File: config.mk
export PLATFORM = sky130hd
export DESIGN_NAME = card_number_luhn_classifier_flat
export DESIGN_NICKNAME = d
export VERILOG_FILES = /design/src/sv/cluhn_pkg.sv /design/src/sv/cluhn_char_if.sv /design/src/sv/cluhn_result_if.sv /design/src/sv/card_number_luhn_classifier.sv /design/src/flat_wrapper.sv
export SDC_FILE = /design/constraint.sdc
export NUM_CORES = 1
export LEC_CHECK = 0
export BUFFER_PORTS_ARGS = -buffer_cell sky130_fd_sc_hd__buf_4
export CORE_ASPECT_RATIO = 1.4
export CORE_MARGIN = 2
export CORE_UTILIZATION = 50
export CTS_BUF_LIST = sky130_fd_sc_hd__clkbuf_16
export DETAILED_ROUTE_END_ITERATION = 12
export GPL_ROUTABILITY_DRIVEN = 0
export PLACE_DENSITY = 0.68
export SETUP_SLACK_MARGIN = 0.15
export SLEW_MARGIN = 30
export SYNTH_ARGS = -nofsm -noshare
export SYNTH_HDL_FRONTEND = slang
export SYNTH_SLANG_ARGS = --single-unit
File: constraint.sdc
create_clock -name clk -period 4.86 [get_ports clk]
set_input_delay 0.729 -clock clk [delete_from_list [all_inputs] [get_ports clk]]
set_output_delay 0.729 -clock clk [all_outputs]
set_load 0.02 [all_outputs]
File: src/sv/cluhn_pkg.sv
// ----------------------------------------------------------------------------
// cluhn_pkg
// shared codes, types and digit helpers for the card number classifier
// ----------------------------------------------------------------------------
`default_nettype none

package cluhn_pkg;

    localparam int CHAR_W  = 8;
    localparam int CLASS_W = 2;
    localparam int COUNT_W = 5;
    localparam int DIGIT_W = 4;

    typedef logic [CHAR_W-1:0]  char_t;
    typedef logic [CLASS_W-1:0] class_t;
    typedef logic [COUNT_W-1:0] count_t;
    typedef logic [DIGIT_W-1:0] digit_t;

    localparam class_t CLASS_INVALID = 2'd0;
    localparam class_t CLASS_VISA    = 2'd1;
    localparam class_t CLASS_MASTER  = 2'd2;
    localparam class_t CLASS_AMEX    = 2'd3;

    localparam char_t  CHAR_ZERO  = 8'd48;
    localparam char_t  CHAR_NINE  = 8'd57;
    localparam count_t COUNT_SHOW = 5'd31;

    // luhn doubling of one decimal digit
    function automatic digit_t luhn_double(input digit_t d);
        logic [DIGIT_W:0] v;
        begin
            v = {d, 1'b0};
            if (v > 5'd9)
            begin
                v = v - 5'd9;
            end
            luhn_double = v[DIGIT_W-1:0];
        end
    endfunction

    // sum of two values below ten, mod ten
    function automatic digit_t add_mod10(input digit_t a, input digit_t b);
        logic [DIGIT_W:0] s;
        begin
            s = {1'b0, a} + {1'b0, b};
            if (s >= 5'd10)
            begin
                s = s - 5'd10;
            end
            add_mod10 = s[DIGIT_W-1:0];
        end
    endfunction

endpackage

`default_nettype wire

File: src/sv/cluhn_char_if.sv
// ----------------------------------------------------------------------------
// cluhn_char_if
// character channel: one ascii character per item with a last flag
// ----------------------------------------------------------------------------
`default_nettype none

interface cluhn_char_if;

    logic                valid;
    logic                ready;
    cluhn_pkg::char_t    char_code;
    logic                is_last;

    modport source (output valid, output char_code, output is_last, input ready);
    modport sink   (input valid, input char_code, input is_last, output ready);

endinterface

`default_nettype wire

File: src/sv/cluhn_result_if.sv
// ----------------------------------------------------------------------------
// cluhn_result_if
// result channel: card class and character count of one number
// ----------------------------------------------------------------------------
`default_nettype none

interface cluhn_result_if;

    logic                valid;
    logic                ready;
    cluhn_pkg::class_t   card_class;
    cluhn_pkg::count_t   digit_count;

    modport source (output valid, output card_class, output digit_count, input ready);
    modport sink   (input valid, input card_class, input digit_count, output ready);

endinterface

`default_nettype wire

File: src/sv/card_number_luhn_classifier.sv
// ----------------------------------------------------------------------------
// card_number_luhn_classifier
// luhn mod 10 check and issuer prefix classing of a streamed card number
// ----------------------------------------------------------------------------
//  channel  | dir | payload                  | note
//  chars    | in  | char_code[7:0], is_last  | leftmost character first
//  result   | out | card_class[1:0],         | one item per number, on is_last
//           |     | digit_count[4:0]         |
//
//  one character per cycle unless a stalled result holds a last character in the input stage
//  the path is input register, combinational mod-10 add and classing, result register
//  reset clears both valid flags and the number state
//  a stalled result only holds back a last character; others keep flowing
// ----------------------------------------------------------------------------
`default_nettype none

module card_number_luhn_classifier #(
    parameter int COUNT_LIMIT = 31
) (
    input  wire logic         clk,
    input  wire logic         rst_n,
    cluhn_char_if.sink        chars,
    cluhn_result_if.source    result
);

    localparam int CW = $clog2(COUNT_LIMIT + 1);

    typedef logic [CW-1:0] len_t;

    localparam len_t LIMIT  = len_t'(COUNT_LIMIT);
    localparam len_t LEN_13 = len_t'(13);
    localparam len_t LEN_15 = len_t'(15);
    localparam len_t LEN_16 = len_t'(16);
    localparam len_t LEN_31 = len_t'(31);

    // input stage
    logic                in_valid_reg;
    cluhn_pkg::char_t    char_reg;
    logic                last_reg;

    // number state
    len_t                count_reg,  count_next;
    cluhn_pkg::digit_t   first_reg,  first_next;
    cluhn_pkg::digit_t   second_reg, second_next;
    cluhn_pkg::digit_t   even_reg,   even_next;
    cluhn_pkg::digit_t   odd_reg,    odd_next;
    logic                bad_reg,    bad_next;

    // result stage
    logic                out_valid_reg;
    cluhn_pkg::class_t   class_reg,  class_next;
    cluhn_pkg::count_t   shown_reg,  shown_next;

    logic                advance;
    logic                is_digit;
    cluhn_pkg::digit_t   d;
    cluhn_pkg::digit_t   dd;
    cluhn_pkg::digit_t   luhn;

    assign advance = in_valid_reg && (!last_reg || !out_valid_reg || result.ready);
    assign chars.ready = !in_valid_reg || advance;

    always_ff @(posedge clk or negedge rst_n)
    begin
        if (!rst_n)
        begin
            in_valid_reg <= 1'b0;
        end
        else if (chars.ready)
        begin
            in_valid_reg <= chars.valid;
        end
    end

    always_ff @(posedge clk)
    begin
        if (chars.valid && chars.ready)
        begin
            char_reg <= chars.char_code;
            last_reg <= chars.is_last;
        end
    end

    always_comb
    begin
        is_digit = (char_reg >= cluhn_pkg::CHAR_ZERO) && (char_reg <= cluhn_pkg::CHAR_NINE);
        d        = cluhn_pkg::digit_t'(char_reg - cluhn_pkg::CHAR_ZERO);
        dd       = cluhn_pkg::luhn_double(d);

        first_next  = first_reg;
        second_next = second_reg;
        even_next   = even_reg;
        odd_next    = odd_reg;
        bad_next    = bad_reg;

        if (is_digit)
        begin
            if (!count_reg[0])
            begin
                even_next = cluhn_pkg::add_mod10(even_reg, dd);
                odd_next  = cluhn_pkg::add_mod10(odd_reg, d);
            end
            else
            begin
                even_next = cluhn_pkg::add_mod10(even_reg, d);
                odd_next  = cluhn_pkg::add_mod10(odd_reg, dd);
            end
            if (count_reg == '0)
            begin
                first_next = d;
            end
            else if (count_reg == len_t'(1))
            begin
                second_next = d;
            end
        end
        else
        begin
            bad_next = 1'b1;
        end

        count_next = (count_reg < LIMIT) ? count_reg + len_t'(1) : count_reg;

        // length parity picks which doubling phase was right
        luhn = count_next[0] ? odd_next : even_next;

        class_next = cluhn_pkg::CLASS_INVALID;
        if ((first_next == 4'd3) && ((second_next == 4'd4) || (second_next == 4'd7))
            && (count_next == LEN_15))
        begin
            class_next = cluhn_pkg::CLASS_AMEX;
        end
        else if ((first_next == 4'd4) && ((count_next == LEN_13) || (count_next == LEN_16)))
        begin
            class_next = cluhn_pkg::CLASS_VISA;
        end
        else if ((first_next == 4'd5) && (second_next >= 4'd1) && (second_next <= 4'd5)
                 && (count_next == LEN_16))
        begin
            class_next = cluhn_pkg::CLASS_MASTER;
        end
        if (bad_next || (luhn != 4'd0))
        begin
            class_next = cluhn_pkg::CLASS_INVALID;
        end

        shown_next = (count_next > LEN_31) ? cluhn_pkg::COUNT_SHOW : count_next[4:0];
    end

    always_ff @(posedge clk or negedge rst_n)
    begin
        if (!rst_n)
        begin
            count_reg  <= '0;
            first_reg  <= '0;
            second_reg <= '0;
            even_reg   <= '0;
            odd_reg    <= '0;
            bad_reg    <= 1'b0;
        end
        else if (advance)
        begin
            if (last_reg)
            begin
                count_reg  <= '0;
                first_reg  <= '0;
                second_reg <= '0;
                even_reg   <= '0;
                odd_reg    <= '0;
                bad_reg    <= 1'b0;
            end
            else
            begin
                count_reg  <= count_next;
                first_reg  <= first_next;
                second_reg <= second_next;
                even_reg   <= even_next;
                odd_reg    <= odd_next;
                bad_reg    <= bad_next;
            end
        end
    end

    always_ff @(posedge clk or negedge rst_n)
    begin
        if (!rst_n)
        begin
            out_valid_reg <= 1'b0;
        end
        else if (advance && last_reg)
        begin
            out_valid_reg <= 1'b1;
        end
        else if (result.ready)
        begin
            out_valid_reg <= 1'b0;
        end
    end

    always_ff @(posedge clk)
    begin
        if (advance && last_reg)
        begin
            class_reg <= class_next;
            shown_reg <= shown_next;
        end
    end

    assign result.valid       = out_valid_reg;
    assign result.card_class  = class_reg;
    assign result.digit_count = shown_reg;

`ifndef SYNTH

    a_clear_after_last: assert property (@(posedge clk) disable iff (!rst_n)
        (advance && last_reg) |=> (count_reg == '0) && !bad_reg)
        else $error("number state not cleared after last item");

    a_result_from_last: assert property (@(posedge clk) disable iff (!rst_n)
        $rose(out_valid_reg) |-> $past(advance && last_reg))
        else $error("result appeared without a last item");

    a_class_length: assert property (@(posedge clk) disable iff (!rst_n)
        (out_valid_reg && (class_reg != cluhn_pkg::CLASS_INVALID)) |->
        ((shown_reg == 5'd13) || (shown_reg == 5'd15) || (shown_reg == 5'd16)))
        else $error("valid class with impossible length");

    a_stage_holds: assert property (@(posedge clk) disable iff (!rst_n)
        (in_valid_reg && !advance) |=> in_valid_reg && $stable(char_reg) && $stable(last_reg))
        else $error("stalled input stage lost its item");

`endif

endmodule

`default_nettype wire

File: src/flat_wrapper.sv
// flat-port wrapper written by rule: the top's interface ports become plain ports
module card_number_luhn_classifier_flat 
#(
    parameter int COUNT_LIMIT = 31
)
  (clk, rst_n, chars_valid, chars_char_code, chars_is_last, chars_ready, result_valid, result_card_class, result_digit_count, result_ready);
  cluhn_char_if chars_i ();
  cluhn_result_if result_i ();
  input  wire logic clk;
  input  wire logic rst_n;
  input wire logic [$bits(chars_i.valid)-1:0] chars_valid;
  input wire logic [$bits(chars_i.char_code)-1:0] chars_char_code;
  input wire logic [$bits(chars_i.is_last)-1:0] chars_is_last;
  output wire logic [$bits(chars_i.ready)-1:0] chars_ready;
  output wire logic [$bits(result_i.valid)-1:0] result_valid;
  output wire logic [$bits(result_i.card_class)-1:0] result_card_class;
  output wire logic [$bits(result_i.digit_count)-1:0] result_digit_count;
  input wire logic [$bits(result_i.ready)-1:0] result_ready;
  assign chars_i.valid = chars_valid;
  assign chars_i.char_code = chars_char_code;
  assign chars_i.is_last = chars_is_last;
  assign chars_ready = chars_i.ready;
  assign result_valid = result_i.valid;
  assign result_card_class = result_i.card_class;
  assign result_digit_count = result_i.digit_count;
  assign result_i.ready = result_ready;
  card_number_luhn_classifier #(.COUNT_LIMIT(COUNT_LIMIT)) u_core (.clk(clk), .rst_n(rst_n), .chars(chars_i), .result(result_i));
endmodule
# After elaboration in Yosys (flattened, before gate mapping)
# Index checks and enable logic that the tools add are counted.
[classes]
add_sub_neg = 11
magnitude_cmp = 11
eq_ne = 9
n_mux = 28
n_reduce_logical = 22
[op_table]
columns = ["operator", "count"]
rows = [
  ["2-to-1 mux 4 bit", 19],
  ["adder 4 x 4 -> 5 bit", 4],
  [">= comparator 5 x 4 -> 1 bit (second input constant)", 4],
  ["subtractor 4 bit (second input constant)", 5],
  ["== test 4 x 3 -> 1 bit (second input constant)", 4],
  ["== test 5 x 4 -> 1 bit (second input constant)", 2],
  ["logical AND 1 bit", 10],
  ["2-to-1 mux 5 bit", 2],
  [">= comparator 8 x 6 -> 1 bit (second input constant)", 1],
  ["less-or-equal comparator 8 x 6 -> 1 bit (second input constant)", 1],
  ["logical OR 1 bit", 6],
  ["2-to-1 mux 2 bit", 3],
  ["adder 5 x 1 -> 5 bit (second input constant)", 1],
  ["== test 5 x 1 -> 1 bit (second input constant)", 1],
  ["== test 5 bit (second input constant)", 1],
  ["greater-than comparator 5 x 4 -> 1 bit (second input constant)", 1],
  ["greater-than comparator 5 bit (second input constant)", 1],
  ["zero test 5 bit", 1],
  ["less-than comparator 5 bit (second input constant)", 1],
  ["== test 4 x 2 -> 1 bit (second input constant)", 1],
  [">= comparator 4 x 1 -> 1 bit (second input constant)", 1],
  ["less-or-equal comparator 4 x 3 -> 1 bit (second input constant)", 1],
  ["2-to-1 mux 1 bit", 4],
  ["nonzero test 4 bit", 1],
  ["3 further kinds", 5],
]
[word_totals]
regBits = 40
output_inout_bits = 9

# Logic depth before layout (Yosys ltp)
[logic_depth]
word_depth = 11
ltp_mapped = 19
ltp_nobuf = 18

# Worst setup path before layout
# Ideal clock, no wire load.
[synth_timing]
kind = "register -> register"
from = "reg u_core.char_reg[1]"
to = "reg u_core.class_reg[1], in the netlist u_core.result.card_class[1], data pin"
t_arrival_ps = 3935
setup_slack_ps = 779
path_stages_with_launch = 19
path_buffers = 1
synth_period_minus_slack_ps = 4081
path_cell_list = "edfxtp_1 > buf_6 > inv_1 > ha_1 > inv_1 > a21oi_1 > xnor2_1 > inv_1 > fa_1 > xor2_2 > ha_1 > inv_1 > a2111oi_4 > o22a_1 > nor3_1 > or3_1 > a211oi_2 > a32oi_1 > a21oi_1"
[synth_via]
elab_chain_cells = 11
[synth_rtl]
columns = ["element", "line_no", "text"]
rows = [
  ["start, declared", "card_number_luhn_classifier.sv:38", "cluhn_pkg::char_t char_reg;"],
  ["start signal, assigned", "card_number_luhn_classifier.sv:79", "char_reg <= chars.char_code;"],
  ["subtractor 4 x 1 -> 4 bit", "card_number_luhn_classifier.sv:87", "d = cluhn_pkg::digit_t'(char_reg - cluhn_pkg::CHAR_ZERO);"],
  ["subtractor 4 bit, or another cell as far along", "cluhn_pkg.sv:35", "v = v - 5'd9;"],
  ["2-to-1 mux 4 bit (on tied branches)", "cluhn_pkg.sv:33, card_number_luhn_classifier.sv:108", ""],
  ["adder 4 x 4 -> 5 bit / 2-to-1 mux 4 bit (equally long branches)", "cluhn_pkg.sv:45, card_number_luhn_classifier.sv:96", ""],
  ["subtractor 4 bit, or another cell as far along", "cluhn_pkg.sv:48", "s = s - 5'd10;"],
  ["2-to-1 mux 4 bit / logical AND 1 bit (equally long branches)", "cluhn_pkg.sv:46, card_number_luhn_classifier.sv:137", ""],
  ["2-to-1 mux 4 bit / logical AND 1 bit (equally long branches)", "card_number_luhn_classifier.sv:98, card_number_luhn_classifier.sv:137", ""],
  ["2-to-1 mux 4 bit / logical AND 1 bit (equally long branches)", "card_number_luhn_classifier.sv:96, card_number_luhn_classifier.sv:138", ""],
  ["2-to-1 mux 4 bit / 2-to-1 mux 2 bit (equally long branches)", "card_number_luhn_classifier.sv:125, card_number_luhn_classifier.sv:137", ""],
  ["nonzero test 4 bit / 2-to-1 mux 2 bit (equally long branches)", "card_number_luhn_classifier.sv:142, card_number_luhn_classifier.sv:133", ""],
  ["logical OR 1 bit / 2-to-1 mux 2 bit (equally long branches)", "card_number_luhn_classifier.sv:142, card_number_luhn_classifier.sv:128", ""],
  ["end signal, assigned", "card_number_luhn_classifier.sv:204", "class_reg <= class_next;"],
  ["end, declared", "card_number_luhn_classifier.sv:51", "cluhn_pkg::class_t class_reg, class_next;"],
]
# Parallel ways exist; a longest one is shown, timed or not.
# A chain may end at the register's enable or synchronous reset.

# Final worst setup path
# Ends and elaborated chain as after synthesis.

==> qor.json <==
{
  "overall_die_area": {"value": 7030, "unit": "sq um"},
  "total_leakage_power": {"value": 1.48, "unit": "nW"},
  "avgViaCountPerCell": {"value": 6.02},
  "tns": {"value": 0, "unit": "ns"},
  "antenna_found_initial": {"value": 0},
  "routed_wl": {"value": 7.49, "unit": "mm"},
  "rsz_0062_raised_after_global_routing": {"value": "no"},
  "slew-limit-headroom": {"value": 0.385},
  "gr-total-overflow": {"value": 0},
  "synth_largest_type_area_fraction": {"value": 0.189},
  "outcome": {"value": "complete, no violations"},
  "hold_viol": {"value": 0},
  "numCtsBuffers": {"value": 5},
  "worst-r2r-setup-slack": {"value": 0.57, "unit": "ns"},
  "die-height": {"value": 98.4, "unit": "um"},
  "postCtsSetupRepairBufs": {"value": 0},
  "vdd.ir_drop.worst": {"value": 0.000195, "unit": "V"},
  "final_max_slew_viol_count": {"value": 0},
  "cp_data_required_time": {"value": 5.00, "unit": "ns"},
  "path_common_cell": {"value": "sky130_fd_sc_hd__inv_1"},
  "async_reset_ff_frac": {"value": 0.600},
  "synthTopCellsByArea": {"value": "sky130_fd_sc_hd__dfrtp_1, sky130_fd_sc_hd__edfxtp_1, sky130_fd_sc_hd__ha_1, sky130_fd_sc_hd__nand2_1, sky130_fd_sc_hd__nor2_1"},
  "syn_to_final_growth": {"value": 10.8, "unit": "%"},
  "netlist_instances": {"value": 349},
  "report.final.setup_viol": {"value": 0},
  "power-per-cell-area": {"value": 442, "unit": "nW/um^2"},
  "clkLatencyLatePin": {"value": 0.28, "unit": "ns"},
  "synth_top_cells_by_count": {"value": "sky130_fd_sc_hd__nand2_1, sky130_fd_sc_hd__nor2_1, sky130_fd_sc_hd__ha_1"},
  "clock_edge_transition_at_the_registers_on_the_reported_setup_and_hold_paths": {"value": 0.06, "unit": "ns"},
  "post_route_worst_hold_slack": {"value": 0.339, "unit": "ns"},
  "crit_path_cell_trace": {"value": "inv_1 -> ha_1 -> inv_1 -> a21oi_1 -> xnor2_1 -> inv_1 -> fa_1 -> xor2_2 -> ha_1 -> inv_1 -> a2111oi_4 -> o22a_1 -> nor3_1 -> or3_1 -> a211oi_2 -> a32oi_1 -> a21oi_1"},
  "post-dp-hpwl": {"value": 5.58, "unit": "mm"},
  "drt_pass1_iterations": {"value": 5},
  "number_of_buffers_between_clock_root_and_the_deepest_sink": {"value": 2},
  "maxClockFrequency": {"value": 233, "unit": "MHz"},
  "ys_seq_elements": {"value": 40},
  "critical_path_class": {"value": "flip-flop to flip-flop"},
  "filler_cell_count": {"value": 562},
  "drt_drc_violations_left": {"value": 0},
  "cp_top_family": {"value": "compound AO/OA/AOI/OAI gates"},
  "initial_util": {"value": 0.513},
  "floorplan.core_area": {"value": 6210, "unit": "sq um"},
  "post-route-period-util": {"value": 0.882},
  "antenna-diode-count": {"value": 0},
  "mappedNetlistNets": {"value": 392},
  "first_global_vias": {"value": 2591},
  "cts_tree": {"value": "yes"},
  "clock-skew-final": {"value": 0.00420, "unit": "ns"},
  "post_synth.cell_area_avg": {"value": 9.13, "unit": "sq um"},
  "cts-hold-fix-buffers": {"value": 0},
  "final_period_minus_worst_setup_slack": {"value": 4.29, "unit": "ns"},
  "syn-cell-area": {"value": 3190, "unit": "sq um"},
  "width_of_the_die": {"value": 71.5, "unit": "um"},
  "synth.yosys.warnings": {"value": 0},
  "cts_htree_levels": {"value": 2},
  "routed-via-count": {"value": 2644},
  "critical_path_arrival": {"value": 4.43, "unit": "ns"},
  "detail-route-antenna-nets": {"value": 0},
  "worstPathBufferInverterCount": {"value": 4},
  "numPortBuffers": {"value": 21},
  "cts_root_buf": {"value": "sky130_fd_sc_hd__clkbuf_16"},
  "cap_violations": {"value": 0},
  "number_of_enable_type_register_cells_in_the_synthesized_netlist": {"value": 16},
  "synthDominantAreaCellType": {"value": "sky130_fd_sc_hd__dfrtp_1"},
  "grt_first_pass_wirelength": {"value": 12.1, "unit": "mm"},
  "crit_path_max_fanout": {"value": 6},
  "design_power_total": {"value": 1.56, "unit": "mW"},
  "nNetsFinal": {"value": 409},
  "clkSinkCount": {"value": 40},
  "final_layout_size_suffix_gt1_frac": {"value": 0.117},
  "fp-row-count": {"value": 34},
  "critical_path.max_stage_delay": {"value": 0.46, "unit": "ns"},
  "grt_start_max_net_pins": {"value": 27},
  "class_of_the_most_critical_hold_timing_path": {"value": "input pin to asynchronous set/reset pin"},
  "worst_path_max_delay_cell": {"value": "sky130_fd_sc_hd__fa_1"},
  "route.detailed.wl_per_inst": {"value": 17.1, "unit": "um"},
  "ys.flop_type": {"value": "sky130_fd_sc_hd__dfrtp_1"},
  "worstSetupStartpointType": {"value": "flip-flop"},
  "drt_iter0_markers": {"value": 150},
  "synth_seq_area_share": {"value": 0.339},
  "timing.critical_path.to_type": {"value": "flip-flop"},
  "synthDistinctLibCells": {"value": 65},
  "cts_resized": {"value": 0},
  "synthMostInstantiatedCell": {"value": "sky130_fd_sc_hd__nand2_1"},
  "largest_register_ffs": {"value": 8},
  "floorplan.io_pins": {"value": 22},
  "global_route.usage.total": {"value": 0.219},
  "worstMarginPinSlew": {"value": 0.921, "unit": "ns"},
  "post-route-util": {"value": 0.568}
}
[where the power goes]
group / switching [mW] / leakage [nW] / internal (mW) / total, mW
sequential: 0.0687 / 0.475 / 0.407 / 0.476
clock: 0.134 / 0.0816 / 0.239 / 0.373
combinational: 0.403 / 0.928 / 0.307 / 0.710
[layout make-up]
class / instances / area [sq um] / area share
Multi-Input combinational cell: 275 / 1940 / 0.550
Sequential cell: 40 / 1080 / 0.306
Timing Repair Buffer: 24 / 180 / 0.0510
Clock buffer: 5 / 125 / 0.0354
Tap cell: 72 / 90.1 / 0.0255
Inverter: 20 / 75.1 / 0.0213
Clock inverter: 3 / 37.5 / 0.0106
[per-layer routing]
layer | up-vias | part of all wire | routed length (um) | GRT usage
met5 | - | 0 | 0 | 0
met2 | 75 | 0.51 | 3790 | 0.381
li1 | 1305 | - | - | -
met1 | 1242 | 0.40 | 3010 | 0.258
met3 | 22 | 0.044 | 328 | 0.0266
met4 | 0 | 0.048 | 359 | 0.122
[per-stage QoR]
step	instance area (sq um)	std cells	worst slack (ns)
2_1_floorplan	3190	349	0.779
3_3_place_gp	3370	431	0.667
3_5_place_dp	3370	431	0.623
4_1_cts	3530	439	0.579
5_1_grt	3530	439	0.203
6_report	3530	439	0.572
[cell usage in the layout (no fill, tap or decap), types with 3 or more instances in the layout]
cell                        instances
sky130_fd_sc_hd__a21o_1             6
sky130_fd_sc_hd__xor2_1             6
sky130_fd_sc_hd__a21oi_1           20
sky130_fd_sc_hd__a22o_1             4
sky130_fd_sc_hd__o21ai_1            6
sky130_fd_sc_hd__edfxtp_1          16
sky130_fd_sc_hd__nor2_1            34
sky130_fd_sc_hd__a211oi_1           3
sky130_fd_sc_hd__fa_1               4
sky130_fd_sc_hd__or3_1              4
sky130_fd_sc_hd__buf_4             24
sky130_fd_sc_hd__clkbuf_16          5
sky130_fd_sc_hd__a31oi_1            5
sky130_fd_sc_hd__nor2b_1            4
sky130_fd_sc_hd__o21ai_0           20
sky130_fd_sc_hd__dfrtp_1           24
sky130_fd_sc_hd__a22oi_1           11
sky130_fd_sc_hd__and2_1             3
sky130_fd_sc_hd__nand2_1           37
sky130_fd_sc_hd__nand3_1           10
sky130_fd_sc_hd__o22ai_1            4
sky130_fd_sc_hd__mux2i_1           10
sky130_fd_sc_hd__xnor2_1            5
sky130_fd_sc_hd__inv_1             19
sky130_fd_sc_hd__nor3_1             7
sky130_fd_sc_hd__nand2b_1           3
sky130_fd_sc_hd__ha_1              26
[worst paths after layout]
path | startpoint | end | depth (start not counted)
setup / recovery | u_core.char_reg[1]$_DFFE_PP_ | u_core.result.card_class[1]$_SDFFCE_PP0P_ | 17
hold reg to reg | u_core.second_reg[3]$_DFFE_PN0P_ | u_core.second_reg[3]$_DFFE_PN0P_ | 2
max in group asynchronous | rst_n | u_core.even_reg[2]$_DFFE_PN0P_ | 1
setup reg to reg | u_core.char_reg[1]$_DFFE_PP_ | u_core.result.card_class[1]$_SDFFCE_PP0P_ | 17
min in group clk | u_core.second_reg[3]$_DFFE_PN0P_ | u_core.second_reg[3]$_DFFE_PN0P_ | 2
hold / removal | rst_n | u_core.second_reg[0]$_DFFE_PN0P_ | 1
[kinds of logic (layout without fill, tap and decap cells)]
logic type / after synthesis / after routing / synth area share
simple gates: 122 / 122 / 0.191
compound gates: 100 / 100 / 0.220
flops: 40 / 40 / 0.339
buf+inv: 34 / 52 / 0.0515
fa+ha+maj: 30 / 30 / 0.127
xor+xnor: 12 / 12 / 0.0354
mux: 11 / 11 / 0.0350
Note: power is estimated with default switching activity, not from simulation.
